### src/design/ksmf_pkg.sv
// ----------------------------------------------------------------------------
// ksmf_pkg: shared constants and types
// Keyword table, window size, subscriber table sizing and the command and
// status records passed between the top level and the subscriber table.
// ----------------------------------------------------------------------------
package ksmf_pkg;

  localparam int KEY_LEN     = 9;
  localparam int WIN_LEN     = 8;
  localparam int SEEN_W      = 4;
  localparam int TABLE_DEPTH = 16;
  localparam int CNT_W       = $clog2(TABLE_DEPTH + 1);
  localparam int IDX_W       = (TABLE_DEPTH > 1) ? $clog2(TABLE_DEPTH) : 1;

  localparam logic [7:0] KEYWORD [KEY_LEN] = '{
    8'h73, 8'h75, 8'h62, 8'h73, 8'h63, 8'h72, 8'h69, 8'h62, 8'h65
  };

  // One end-of-message decision handed to the subscriber table.
  typedef struct packed {
    logic        append;
    logic        fanout;
    logic [15:0] entry;   // net in the high byte, host in the low byte
  } ksmf_cmd_t;

  typedef struct packed {
    logic             busy;
    logic [CNT_W-1:0] count;
  } ksmf_stat_t;

endpackage

### src/design/ksmf_cell.sv
// ----------------------------------------------------------------------------
// ksmf_cell: one position of the keyword window
// Holds one text byte, passes it to the older neighbour on each shift and
// extends the running match from the older side with its own comparison.
// ----------------------------------------------------------------------------
module ksmf_cell
  import ksmf_pkg::*;
(
  input  logic       clk,
  input  logic       shift_en,
  input  logic [7:0] byte_in,
  input  logic [7:0] key_char,
  input  logic       match_in,
  output logic [7:0] byte_out,
  output logic       match_out
);

  logic [7:0] held;

  always_ff @(posedge clk) begin
    if (shift_en) begin
      held <= byte_in;
    end
  end

  assign byte_out  = held;
  assign match_out = match_in & (held == key_char);

endmodule

### src/design/ksmf_table.sv
// ----------------------------------------------------------------------------
// ksmf_table: subscriber store and fan-out sequencer
// Appends subscribers on request and, on a fan-out, reads the entries out
// in table order into the output register, one copy per free output slot.
// ----------------------------------------------------------------------------
module ksmf_table
  import ksmf_pkg::*;
(
  input  logic        clk,
  input  logic        rst,
  input  ksmf_cmd_t   cmd,
  output ksmf_stat_t  stat,
  output logic        m_tvalid,
  input  logic        m_tready,
  output logic [15:0] m_tdata,
  output logic        m_tlast
);

  typedef enum logic {IDLE, FANOUT} state_t;

  state_t           state;
  logic [CNT_W-1:0] count;
  logic [IDX_W-1:0] rd_idx;
  logic [15:0]      mem [TABLE_DEPTH];
  logic             out_free;
  logic             is_last;
  logic             can_append;

  assign out_free   = !m_tvalid || m_tready;
  assign is_last    = (CNT_W'(rd_idx) + CNT_W'(1)) == count;
  assign can_append = count < CNT_W'(TABLE_DEPTH);

  always_ff @(posedge clk) begin
    if (cmd.append && can_append) begin
      mem[count[IDX_W-1:0]] <= cmd.entry;
    end
  end

  always_ff @(posedge clk) begin
    if (rst) begin
      state    <= IDLE;
      count    <= '0;
      rd_idx   <= '0;
      m_tvalid <= 1'b0;
      m_tlast  <= 1'b0;
    end else begin
      case (state)
        IDLE: begin
          if (m_tready) begin
            m_tvalid <= 1'b0;
          end
          if (cmd.append && can_append) begin
            count <= count + CNT_W'(1);
          end
          if (cmd.fanout && count != '0) begin
            rd_idx <= '0;
            state  <= FANOUT;
          end
        end
        FANOUT: begin
          if (out_free) begin
            // Entry is stored in table order, so the net leads the host.
            m_tdata  <= {mem[rd_idx][7:0], mem[rd_idx][15:8]};
            m_tvalid <= 1'b1;
            m_tlast  <= is_last;
            if (is_last) begin
              state <= IDLE;
            end else begin
              rd_idx <= rd_idx + IDX_W'(1);
            end
          end
        end
        default: begin
          state <= IDLE;
        end
      endcase
    end
  end

  assign stat.busy  = (state == FANOUT);
  assign stat.count = count;

endmodule

### src/design/keyword_subscribe_multicast_fanout.sv
// ----------------------------------------------------------------------------
// keyword_subscribe_multicast_fanout: keyword subscription with fan-out
// Scans message text for the keyword "subscribe" through a chain of window
// cells, adds subscribers and fans out copy descriptors at message end.
// ----------------------------------------------------------------------------
// Throughput: one request per cycle while no fan-out is under way; an end
// of message that fans out holds s_tready low until the last subscriber's
// copy descriptor is registered, and m_tready stalls prolong that. The first
// descriptor is registered in the FANOUT state; subscriptions take effect on the next cycle.
// Reset: rst clears the message scan state and the subscriber count; table
// contents are left as they are and only written entries are ever read.
module keyword_subscribe_multicast_fanout
  import ksmf_pkg::*;
(
  input  logic        clk,
  input  logic        rst,
  input  logic        s_tvalid,
  output logic        s_tready,
  input  logic [23:0] s_tdata,   // text_byte, sender_net, sender_host
  input  logic        s_tlast,
  input  logic        s_tuser,   // byte_valid
  output logic        m_tvalid,
  input  logic        m_tready,
  output logic [15:0] m_tdata,   // copy_net, copy_host
  output logic        m_tlast
);

  logic              accept;
  logic [7:0]        text_byte;
  logic [7:0]        cell_byte  [WIN_LEN];
  logic              cell_match [WIN_LEN];
  logic [SEEN_W-1:0] bytes_seen;
  logic              keyword_found;
  logic              seen_full;
  logic              hit;
  logic              found_now;
  ksmf_cmd_t         cmd;
  ksmf_stat_t        stat;

  assign accept    = s_tvalid && s_tready;
  assign text_byte = s_tdata[7:0];
  assign s_tready  = !stat.busy;

  // Cell 0 holds the oldest byte; the newest byte enters at the top cell.
  for (genvar i = 0; i < WIN_LEN; i++) begin : g_cell
    logic [7:0] next_byte;
    logic       prev_match;
    if (i == WIN_LEN - 1) begin : g_top
      assign next_byte = text_byte;
    end else begin : g_mid
      assign next_byte = cell_byte[i+1];
    end
    if (i == 0) begin : g_first
      assign prev_match = 1'b1;
    end else begin : g_rest
      assign prev_match = cell_match[i-1];
    end
    ksmf_cell u_cell (
      .clk      (clk),
      .shift_en (accept && s_tuser),
      .byte_in  (next_byte),
      .key_char (KEYWORD[i]),
      .match_in (prev_match),
      .byte_out (cell_byte[i]),
      .match_out(cell_match[i])
    );
  end

  assign seen_full = (bytes_seen == SEEN_W'(WIN_LEN));
  assign hit       = s_tuser && seen_full && cell_match[WIN_LEN-1]
                     && (text_byte == KEYWORD[KEY_LEN-1]);
  assign found_now = keyword_found || hit;

  always_ff @(posedge clk) begin
    if (rst) begin
      bytes_seen    <= '0;
      keyword_found <= 1'b0;
    end else if (accept) begin
      if (s_tlast) begin
        bytes_seen    <= '0;
        keyword_found <= 1'b0;
      end else if (s_tuser) begin
        if (!seen_full) begin
          bytes_seen <= bytes_seen + SEEN_W'(1);
        end
        keyword_found <= found_now;
      end
    end
  end

  assign cmd.append = accept && s_tlast && found_now;
  assign cmd.fanout = accept && s_tlast && !found_now;
  assign cmd.entry  = {s_tdata[15:8], s_tdata[23:16]};

  ksmf_table u_table (
    .clk     (clk),
    .rst     (rst),
    .cmd     (cmd),
    .stat    (stat),
    .m_tvalid(m_tvalid),
    .m_tready(m_tready),
    .m_tdata (m_tdata),
    .m_tlast (m_tlast)
  );

  a_fanout_holds_input: assert property (@(posedge clk) disable iff (rst)
    (cmd.fanout && stat.count != '0) |=> !s_tready)
    else $error("input not held after a fan-out request");

  a_count_bounded: assert property (@(posedge clk) disable iff (rst)
    stat.count <= CNT_W'(TABLE_DEPTH))
    else $error("subscriber count beyond table depth");

  a_copy_from_fanout: assert property (@(posedge clk) disable iff (rst)
    $rose(m_tvalid) |-> $past(stat.busy))
    else $error("copy descriptor issued outside a fan-out");

  a_no_append_while_busy: assert property (@(posedge clk) disable iff (rst)
    stat.busy |-> !cmd.append)
    else $error("subscription taken during a fan-out");

endmodule
### config.mk
export PLATFORM = sky130hd
export DESIGN_NAME = keyword_subscribe_multicast_fanout
export DESIGN_NICKNAME = d
export VERILOG_FILES = /design/src/design/ksmf_pkg.sv /design/src/design/ksmf_cell.sv /design/src/design/ksmf_table.sv /design/src/design/keyword_subscribe_multicast_fanout.sv
export SDC_FILE = /design/constraint.sdc
export NUM_CORES = 1
export LEC_CHECK = 0
export BUFFER_PORTS_ARGS = -buffer_cell sky130_fd_sc_hd__buf_2
export CAP_MARGIN = 40
export CELL_PAD_IN_SITES_DETAIL_PLACEMENT = 1
export CELL_PAD_IN_SITES_GLOBAL_PLACEMENT = 2
export CORE_MARGIN = 2
export CORE_UTILIZATION = 31
export CTS_CLUSTER_SIZE = 12
export DETAILED_ROUTE_END_ITERATION = 10
export PLACE_DENSITY = 0.66
export SYNTH_ARGS = -nofsm -noshare
export SYNTH_HDL_FRONTEND = slang
export SYNTH_SLANG_ARGS = --single-unit
### constraint.sdc
create_clock -name clk -period 8 [get_ports clk]
set_clock_uncertainty 0.05 [all_clocks]
set_input_delay 0 -clock clk [delete_from_list [all_inputs] [get_ports clk]]
set_output_delay 0 -clock clk [all_outputs]
set_load 0.01 [all_outputs]
* After elaboration in Yosys (flattened, before gate mapping)
Memory sizes are Yosys's and may differ from the RTL's. A register that Yosys moved wholly into a read port is not among the register bits.
Index checks and enable logic that the tools add are counted.
** Cells by class
- $add $sub $neg :: 4
- Magnitude comparators :: 1
- Eq/ne operators :: 16
- Muxes and demuxes :: 18
- Bitwise operators :: 9
- Reduce and logical (&&, ||, !) cells :: 24
** Operators with widths (count)
- $eq A8 B7 Y1 const B :: 9
- $mux W4 :: 6
- $logic_and A1 B1 Y1 :: 10
- $mux W1 :: 9
- $reduce_and A3 Y1 :: 3
- $add A4 B1 Y4 const B :: 2
- $ne A2 B2 Y1 const B :: 4
- $pmux W4 S2 :: 1
- $reduce_and A2 Y1 :: 4
- $and A1 B1 Y1 :: 7
- $add A4 B1 Y5 const B :: 1
- $add A5 B1 Y5 const B :: 1
- $eq A5 B5 Y1 :: 1
- $lt A5 B5 Y1 const B :: 1
- $reduce_bool A5 Y1 :: 1
- $eq A4 B4 Y1 const B :: 1
- $pmux W1 S2 :: 2
- $logic_not A1 Y1 :: 3
- $logic_or A1 B1 Y1 :: 2
- $ne A2 B1 Y1 const B :: 1
- $not A1 Y1 :: 2
- $reduce_bool A2 Y1 :: 1
** Storage, ports and cells
- Register bits :: 81
- RAM bits :: 256
- Logic and storage cells :: 88
- Memories kept :: 1
** Memories
- u_table.mem :: words 16, width 16, rd ports 1, clocked after memory_dff 1, wr ports 1, RTL line ksmf_table.sv:24 : logic [15:0] mem [TABLE_DEPTH];

* Longest topological paths before layout
Gate-level depths: netlist of run 1.
- Depth after elaboration :: 16
- Mapped depth :: 9
- Depth with buffers taken out :: 8

* Hierarchy
A second synthesis of run 1 with hierarchy kept.
** Second synthesis, totals
- Cell total of the unflattened synthesis :: 680
- Area total of the unflattened synthesis :: 13929.6 um2
** By module, submodules not included
- ksmf_table :: instances 1, cells an instance 478, area an instance 10906.7 um2, sequential area each 8408.1 um2
- ksmf_cell :: instances 8, cells an instance 20, area an instance 335.3 um2, sequential area each 240.2 um2
- keyword_subscribe_multicast_fanout :: instances 1, cells an instance 42, area an instance 340.3 um2, sequential area each 100.1 um2

* Least setup slack after synthesis of run 1
Ideal clock, no wire load.
- Path type :: reg-to-reg
- Start :: reg g_cell[1].u_cell.held[3]
- End :: mem u_table.mem[3][0] (enable)
- Library setup time :: 430 ps
- Arrival :: 3472 ps
- Path slack :: 4047 ps
- Cell stages (with the launch flop) :: 6
- Path buffers :: 0
- Clock period less this slack :: 3953 ps
- Cells stage by stage :: edfxtp_1 > or4b_1 > or4_4 > nor4_4 > a21oi_2 > nor4_1
** On the way
- Longest elaborated chain between the ends :: 15
** RTL lines
- from (decl) :: RTL line ksmf_cell.sv:18 : logic [7:0] held;
- from (signal assigned) :: RTL line ksmf_cell.sv:22 : held <= byte_in;
- $eq A8 B7 Y1 :: RTL line ksmf_cell.sv:27 : assign match_out = match_in & (held == key_char);
- $and A1 B1 Y1 (7 in series) :: RTL line ksmf_cell.sv:27
- $logic_and A1 B1 Y1 :: RTL line keyword_subscribe_multicast_fanout.sv:70 : assign hit = s_tuser && seen_full && cell_match[WIN_LEN-1]
- $logic_and A1 B1 Y1 :: RTL line keyword_subscribe_multicast_fanout.sv:71 : && (text_byte == KEYWORD[KEY_LEN-1]);
- $logic_or A1 B1 Y1 :: RTL line keyword_subscribe_multicast_fanout.sv:72 : assign found_now = keyword_found || hit;
- $logic_and A1 B1 Y1 :: RTL line keyword_subscribe_multicast_fanout.sv:91 : assign cmd.append = accept && s_tlast && found_now;
- $logic_and A1 B1 Y1 :: RTL line ksmf_table.sv:34 : if (cmd.append && can_append) begin
- $mux W1 :: RTL line ksmf_table.sv:34
- $mux W1 (implied by the code) :: RTL line ksmf_table.sv:35 : mem[count[IDX_W-1:0]] <= cmd.entry;
- to (decl) :: RTL line ksmf_table.sv:24
Every way passes these cells.

* Worst setup path in the final report of run 1
- Start :: reg g_cell[1].u_cell.held[3]
- End :: mem u_table.mem[0][6] (enable)
The elaborated chain is that of the path after synthesis.

==> results of run 1 <==
## layout make-up
cell class              instances  area share (%)
flip-flops and latches        353            67.1
multi-input cells             210            17.6
clock buffers                  47            6.47
well taps                     539            4.34
repair buffers                 86            3.93
clock inverters                 9           0.306
inverters                       8           0.193
diodes                          1          0.0161
## critical path: stages (launching register included)
cell and delay [ns]:
edfxtp_1 0.40, or4b_1 0.54, or4_4 0.54, nor4_4 0.33
a21oi_2 0.19, nor3_2 0.63, and3_1 0.85
## state kept, by name, indices dropped and copies added, names as in the netlist
register,cells
u_table.m_tdata,16
u_table.m_tlast,1
u_table.m_tvalid,1
u_table.count,5
u_table.mem,256
keyword_found,1
u_table.state,1
g_cell.u_cell.byte_out,64
u_table.rd_idx,4
bytes_seen,4
## final timing paths
path                                     start                           end  slack, ns
setup / recovery  g_cell[1].u_cell.byte_out[3]             u_table.mem[0][6]       4.08
hold reg to reg   g_cell[5].u_cell.byte_out[6]  g_cell[4].u_cell.byte_out[6]       0.39
setup reg to reg  g_cell[1].u_cell.byte_out[3]             u_table.mem[0][6]       4.08
hold / removal                      s_tdata[5]  g_cell[7].u_cell.byte_out[5]       0.16
## metrics by stage
stage / hold WS [ns] / cells / util [%]
floorplan: 0.0489 / 594 / -
global placement: 0.141 / 1164 / 33.6
global route: 0.159 / 1252 / 36.9
finish: 0.161 / 1253 / 36.9
detailed placement: 0.145 / 1165 / 33.7
CTS: 0.151 / 1252 / 36.9
## per-layer routing
metal,global-route usage (%),vias up
met3,2.20,39
met1,18.7,3300
met5,0,-
met2,22.9,177
li1,-,2688
met4,3.81,0
## logic make-up (layout without fill, tap and decap cells)
logic type      after synthesis  count (layout)  synth area share (%)
xor+xnor                      6               6                 0.396
flops                       353             353                  78.5
simple gates                 89              89                  4.47
compound gates               24              24                  1.15
mux                          84              84                  13.9
fa+ha+maj                     7               7                 0.659
other cells                   0               1                     0
buf+inv                      31             150                 0.923
## cells in the mapped netlist (4+ instances only)
cell type / count / area, sq um
edfxtp_1: 336 / 10100
mux4_2: 80 / 1800
and3_1: 17 / 106
dfxtp_1: 17 / 340
clkbuf_1: 14 / 52.6
a21oi_1: 12 / 60.1
nand2_1: 11 / 41.3
inv_1: 8 / 30.0
nand2b_1: 8 / 50.1
nor2_1: 8 / 30.0
ha_1: 7 / 87.6
nor4bb_1: 6 / 60.1
buf_2: 5 / 25.0
nand4_1: 5 / 31.3
a21o_1: 4 / 30.0
buf_1: 4 / 15.0
xor2_1: 4 / 35.0
## power by group
group	switching, mW	internal [mW]	total, mW
registers	0.00662	2.03	2.04
logic	0.0415	0.0189	0.0604
clock network	0.665	0.880	1.55
==> qor.txt, run 1 <==
CP Launch Type: register
Commonest non-fill, non-tap cell in the layout: edfxtp_1
#FFs+latches synth: 353
Netlist Area Pre-Place: 13300 sq um
Final ANT Viol Nets: 0
Async SR Flop Fraction: 0%
Crit path max fanout: 16
I/O pin count: 49
DRC: 0
FF-to-FF path depth: 6
Fin crit share: 49.0%
Sequential fraction of the synthesis area: 78.5%
Hold Fails Final Rpt: 0
Clk slew on worst S/H paths: 0.06 ns
Via count: 6204
Largest net degree at the start of global routing: 61
WL met2: 14.9 mm
Std-Cell Core Area: 42100 sq um
Critical Path End Type: register
CTS max path bufs: 3
WL/cell: 23.9 microns
Layout area overhead: 17.0%
Filler cell count: 4061
Clock insertion delay at the later pin of the skew report: 0.53 ns
Die area: 44500 sq um
Hold Path Cell Cnt: 2
Static leakage: 4.89 nW
M1 wire length: 13.1 mm
Proportion of layout cells with a drive suffix above 1: 27.1%
Port buffer count: 48
Vias in the first global route: 6730
Top layer reached by signal wires: met4
Metal3 WL: 1.37 mm
Dpl ws: 4.05 ns
Slew @ Worst Pin: 0.865 ns
CTS tree: yes
Final worst slack: 4.08 ns
Nets@finish: 733
Synth Instances: 594
Post-Route Setup TNS: 0 ns
Final Wtd Congestion: 0.777
FF+latch area: 10400 sq um
Post_cts resized: 0
Power Dens Cells: 235 nW/um^2
Max-slew headroom: 42.3%
Tmin final: 3.92 ns
Final setup vio count: 0
GRT Overall Usage: 13.7%
FP Rows: 75
Warnings, synthesis: 0
Number of max-cap violations: 0
Die Y: 211 microns
WP data required: 8.10 ns
CTS H-tree lvls: 2
Post-DP HPWL: 19.4 mm
Status: completed
Clock sinks: 353
CTS buffer count: 37
Initial core utilization: 31.5%
HP Class: input port to register
Post-synthesis cell type count: 46
Commonest non-fill, non-tap cells in the layout: edfxtp_1, mux4_2, buf_2
Syn nets: 631
Multi-input logic area: 2740 sq um
Max-slew violations: 0
Mean Syn Cell Area: 22.4 sq um
Ys flop type: edfxtp_1
Setup bufs post-CTS: 0
Die width: 211 microns
Gr ovfl total: 0
Final Cell Area: 15500 sq um
Final wirelength: 29.9 mm
Post-synth EDFFs: 336
PnR Total Power: 3.65 mW
Worst path arrival time: 4.02 ns
Crit Path Class: register to register
Antenna violations before repair: 3
Detailed Routing Iterations Pass 1: 5
Root Buffer Master: clkbuf_16
RSZ-0062 raised after global routing: no
DR iter-0 viols: 574
DP Area: 14200 sq um
Max Freq: 255 MHz
CTS Hold Buffers Added: 31
Maximum vdd drop: 0.000141 V
Vias per inst: 4.95
Global-route wire length before repair: 44.3 mm
(Power assumes the default switching activity.)
==> inputs of run 2 (changes only) <==
- ABC_AREA: unset -> 1
- PLACE_DENSITY: 0.66 -> 0.72
- clock period: 8 -> 3.24 ns (I/O delays scaled with it)
==> run 2 against run 1 <==
Worst hold slack got worse by 0.13 ns. Synthesized area increased by 4.2%. Critical path depth increased by 3. Register-to-register slack got worse by 3.4 ns. Clock-buffer cell count increased by 2. Utilization decreased by 0.18 points. Synthesized cell count increased by 59%. Sequential share of layout area decreased by 2.7 points. Wire length increased by 9.5%. Die area increased by 4.1%. Via count increased by 29%. Maximum frequency increased by 56%.
==> qor.txt, run 2 <==
Status: completed
Final wirelength: 32.8 mm
Gr ovfl total: 0
I/O pin count: 49
HP Class: input port to register
Flip-flop count of the largest register after layout: 256
WHS Endpoint: g_cell[4].u_cell.byte_out[4]
Final Wtd Congestion: 0.748
CP Launch Type: register
Antenna cell count: 0
Hold Fails Final Rpt: 0
Mean Syn Cell Area: 14.6 sq um
Layout area overhead: 17.0%
Hold Crit Start: s_tvalid
Synth top area cells: edfxtp_1, nor2_1, mux2i_1, o221ai_1, dfxtp_1
Power Dens Cells: 556 nW/um^2
CP max-delay cell: nor2_2
WP data required: 3.42 ns
Clk slew on worst S/H paths: 0.06 ns
Final setup vio count: 0
DP Area: 14900 sq um
Worst flop-to-flop path endpoint: u_table.mem[9][3]
PnR Total Power: 9.00 mW
Post-synthesis cell type count: 35
Clock sinks: 353
Synth Instances: 946
Crit path largest cell delay: 0.43 ns
Port buffer count: 48
Proportion of layout cells with a drive suffix above 1: 16.4%
CTS tree: yes
RSZ-0062 raised after global routing: no
Tmin final: 2.52 ns
Largest net degree at the start of global routing: 62
Maximum vdd drop: 0.000390 V
Post-Route Setup TNS: 0 ns
DR iter-0 viols: 516
Root Buffer Master: clkbuf_16
Post-synth EDFFs: 336
Warnings, synthesis: 0
Commonest non-fill, non-tap cells in the layout: edfxtp_1, nor2_1, nand2_1
Vias in the first global route: 8663
Std-Cell Core Area: 44100 sq um
WL/cell: 19.8 microns
Crit path max fanout: 11
CTS buffer count: 37
Vias per inst: 4.82
CTS H-tree lvls: 2
Via count: 7983
Netlist Area Pre-Place: 13800 sq um
Worst path arrival time: 2.70 ns
Clock insertion delay at the later pin of the skew report: 0.54 ns
FF-to-FF path depth: 9
Dpl ws: 0.701 ns
Yosys top cell area share: 72.9%
Final worst slack: 0.718 ns
Final Cell Area: 16200 sq um
Max-slew headroom: 45.3%
Critical Path End Type: register
Commonest non-fill, non-tap cell in the layout: edfxtp_1
Detailed Routing Iterations Pass 1: 5
CTS max path bufs: 3
Crit Path Class: register to register
Max-slew violations: 0
Final ANT Viol Nets: 0
FP Rows: 77
Nets@finish: 1081
#FFs+latches synth: 353
GRT Overall Usage: 14.2%
Die width: 215 microns
Initial core utilization: 31.4%
Top-count cell post-synth: edfxtp_1
Fin crit share: 77.8%
Reg2Reg Launch Point: g_cell[0].u_cell.byte_out[3]
Hold Worst Slack: 0.0291 ns
Number of max-cap violations: 0
Static leakage: 5.13 nW
Die area: 46400 sq um
Antenna violations before repair: 0
Hold Path Cell Cnt: 2
DRC: 0
Ys flop type: edfxtp_1
Max Freq: 397 MHz
Post-DP HPWL: 19.8 mm
Top cells by count, synth: edfxtp_1, nor2_1, nand2_1, o21ai_0
Sequential fraction of the synthesis area: 75.3%
Syn nets: 983
CP Cell Sequence: or2_0, nor2_1, nand2_1, nor2_1, nand3_1, nand2_1, nand3_2, nor2_2, buf_12
Die Y: 215 microns
Post-synth top area cell: edfxtp_1
Async SR Flop Fraction: 0%
R2R Setup Slk: 0.72 ns
Slew @ Worst Pin: 0.821 ns
Global-route wire length before repair: 51.0 mm
==> run 2: cell types whose count changed in the layout (fill, tap and decap cells not counted), moves of 16 or more <==
cell | before | now
mux4_2 | 80 | 0
and3_1 | 16 | 0
buf_4 | 6 | 30
nand2_1 | 11 | 67
nor2_1 | 7 | 135
nand3_1 | 2 | 24
o211ai_1 | 0 | 16
o32ai_1 | 0 | 16
o221ai_1 | 0 | 45
inv_1 | 8 | 32
mux2i_1 | 2 | 45
o21ai_0 | 3 | 66
==> run 2: worst max path at each step <==
stage	from	end	slack, ns	depth (start not counted)
final	g_cell[0].u_cell.byte_out[3]	u_table.mem[9][3]	0.72	9
after global routing	g_cell[2].u_cell.byte_out[7]	u_table.mem[9][3]	0.50	10
after CTS	g_cell[0].u_cell.byte_out[3]	u_table.mem[9][3]	0.68	9
after detailed placement	g_cell[0].u_cell.byte_out[3]	u_table.mem[9][5]	0.70	9
after global placement	g_cell[0].u_cell.byte_out[3]	u_table.mem[9][3]	0.75	9
after floorplan	u_table.state	bytes_seen[3]	0.42	8
==> run 2: per-stage QoR <==
step	util, %	std cells
CTS	36.7	1655
global route	36.7	1655
floorplan	-	946
global placement	33.7	1569
detailed placement	33.7	1569
finish	36.7	1655
==> run 2: report_power, final <==
group | leakage, nW | total (mW) | switching [mW] | internal, mW
logic | 1.44 | 0.146 | 0.0999 | 0.0462
registers | 3.18 | 5.04 | 0.0162 | 5.02
clock network | 0.507 | 3.82 | 1.69 | 2.12
==> run 2: final cells by class <==
| class | instances | area [sq um] |
|---|---|---|
| Inverter | 39 | 146 |
| Timing Repair Buffer | 110 | 826 |
| Multi-Input combinational cell | 503 | 3010 |
| Sequential cell | 353 | 10400 |
| Clock buffer | 49 | 981 |
| Tap cell | 592 | 741 |
| Clock inverter | 9 | 61.3 |
| Fill cell | 4613 | 27900 |
==> run 2: cells by family (layout without fill, tap and decap cells) <==
| kind of cell | count (synthesis) | in the layout | synth area share [%] |
|---|---|---|---|
| AOI/OAI and AO/OA | 167 | 167 | 8.18 |
| xor gates and xnor gates | 9 | 9 | 0.624 |
| adders and majority gates | 7 | 7 | 0.633 |
| buffers and inverters | 90 | 207 | 3.24 |
| DFF | 353 | 353 | 75.3 |
| muxes | 45 | 45 | 3.25 |
| and+or+nand+nor | 275 | 275 | 8.73 |
==> run 2: critical path: cells and delay by family, from the launching register on <==
kind	cells	cell delay, ns
AND/OR/NAND/NOR	8	1.61
flip-flops	1	0.35
buffers and inverters	1	0.21
==> run 2: layer usage <==
layer / GRT usage, % / vias to the layer above / part of all wire (%)
met5: 0 / - / 0
met4: 4.34 / 0 / 2.2
met3: 2.04 / 45 / 2.7
met2: 25.7 / 109 / 51
met1: 17.6 / 4091 / 44
li1: - / 3738 / -
==> run 2: repair_timing <==
| item | CTS | global route |
|---|---|---|
| resized for setup | 0 | 0 |
| hold endpoints to repair | 279 | 0 |
| setup buffers | 0 | 0 |
| hold buffers | 28 | 0 |
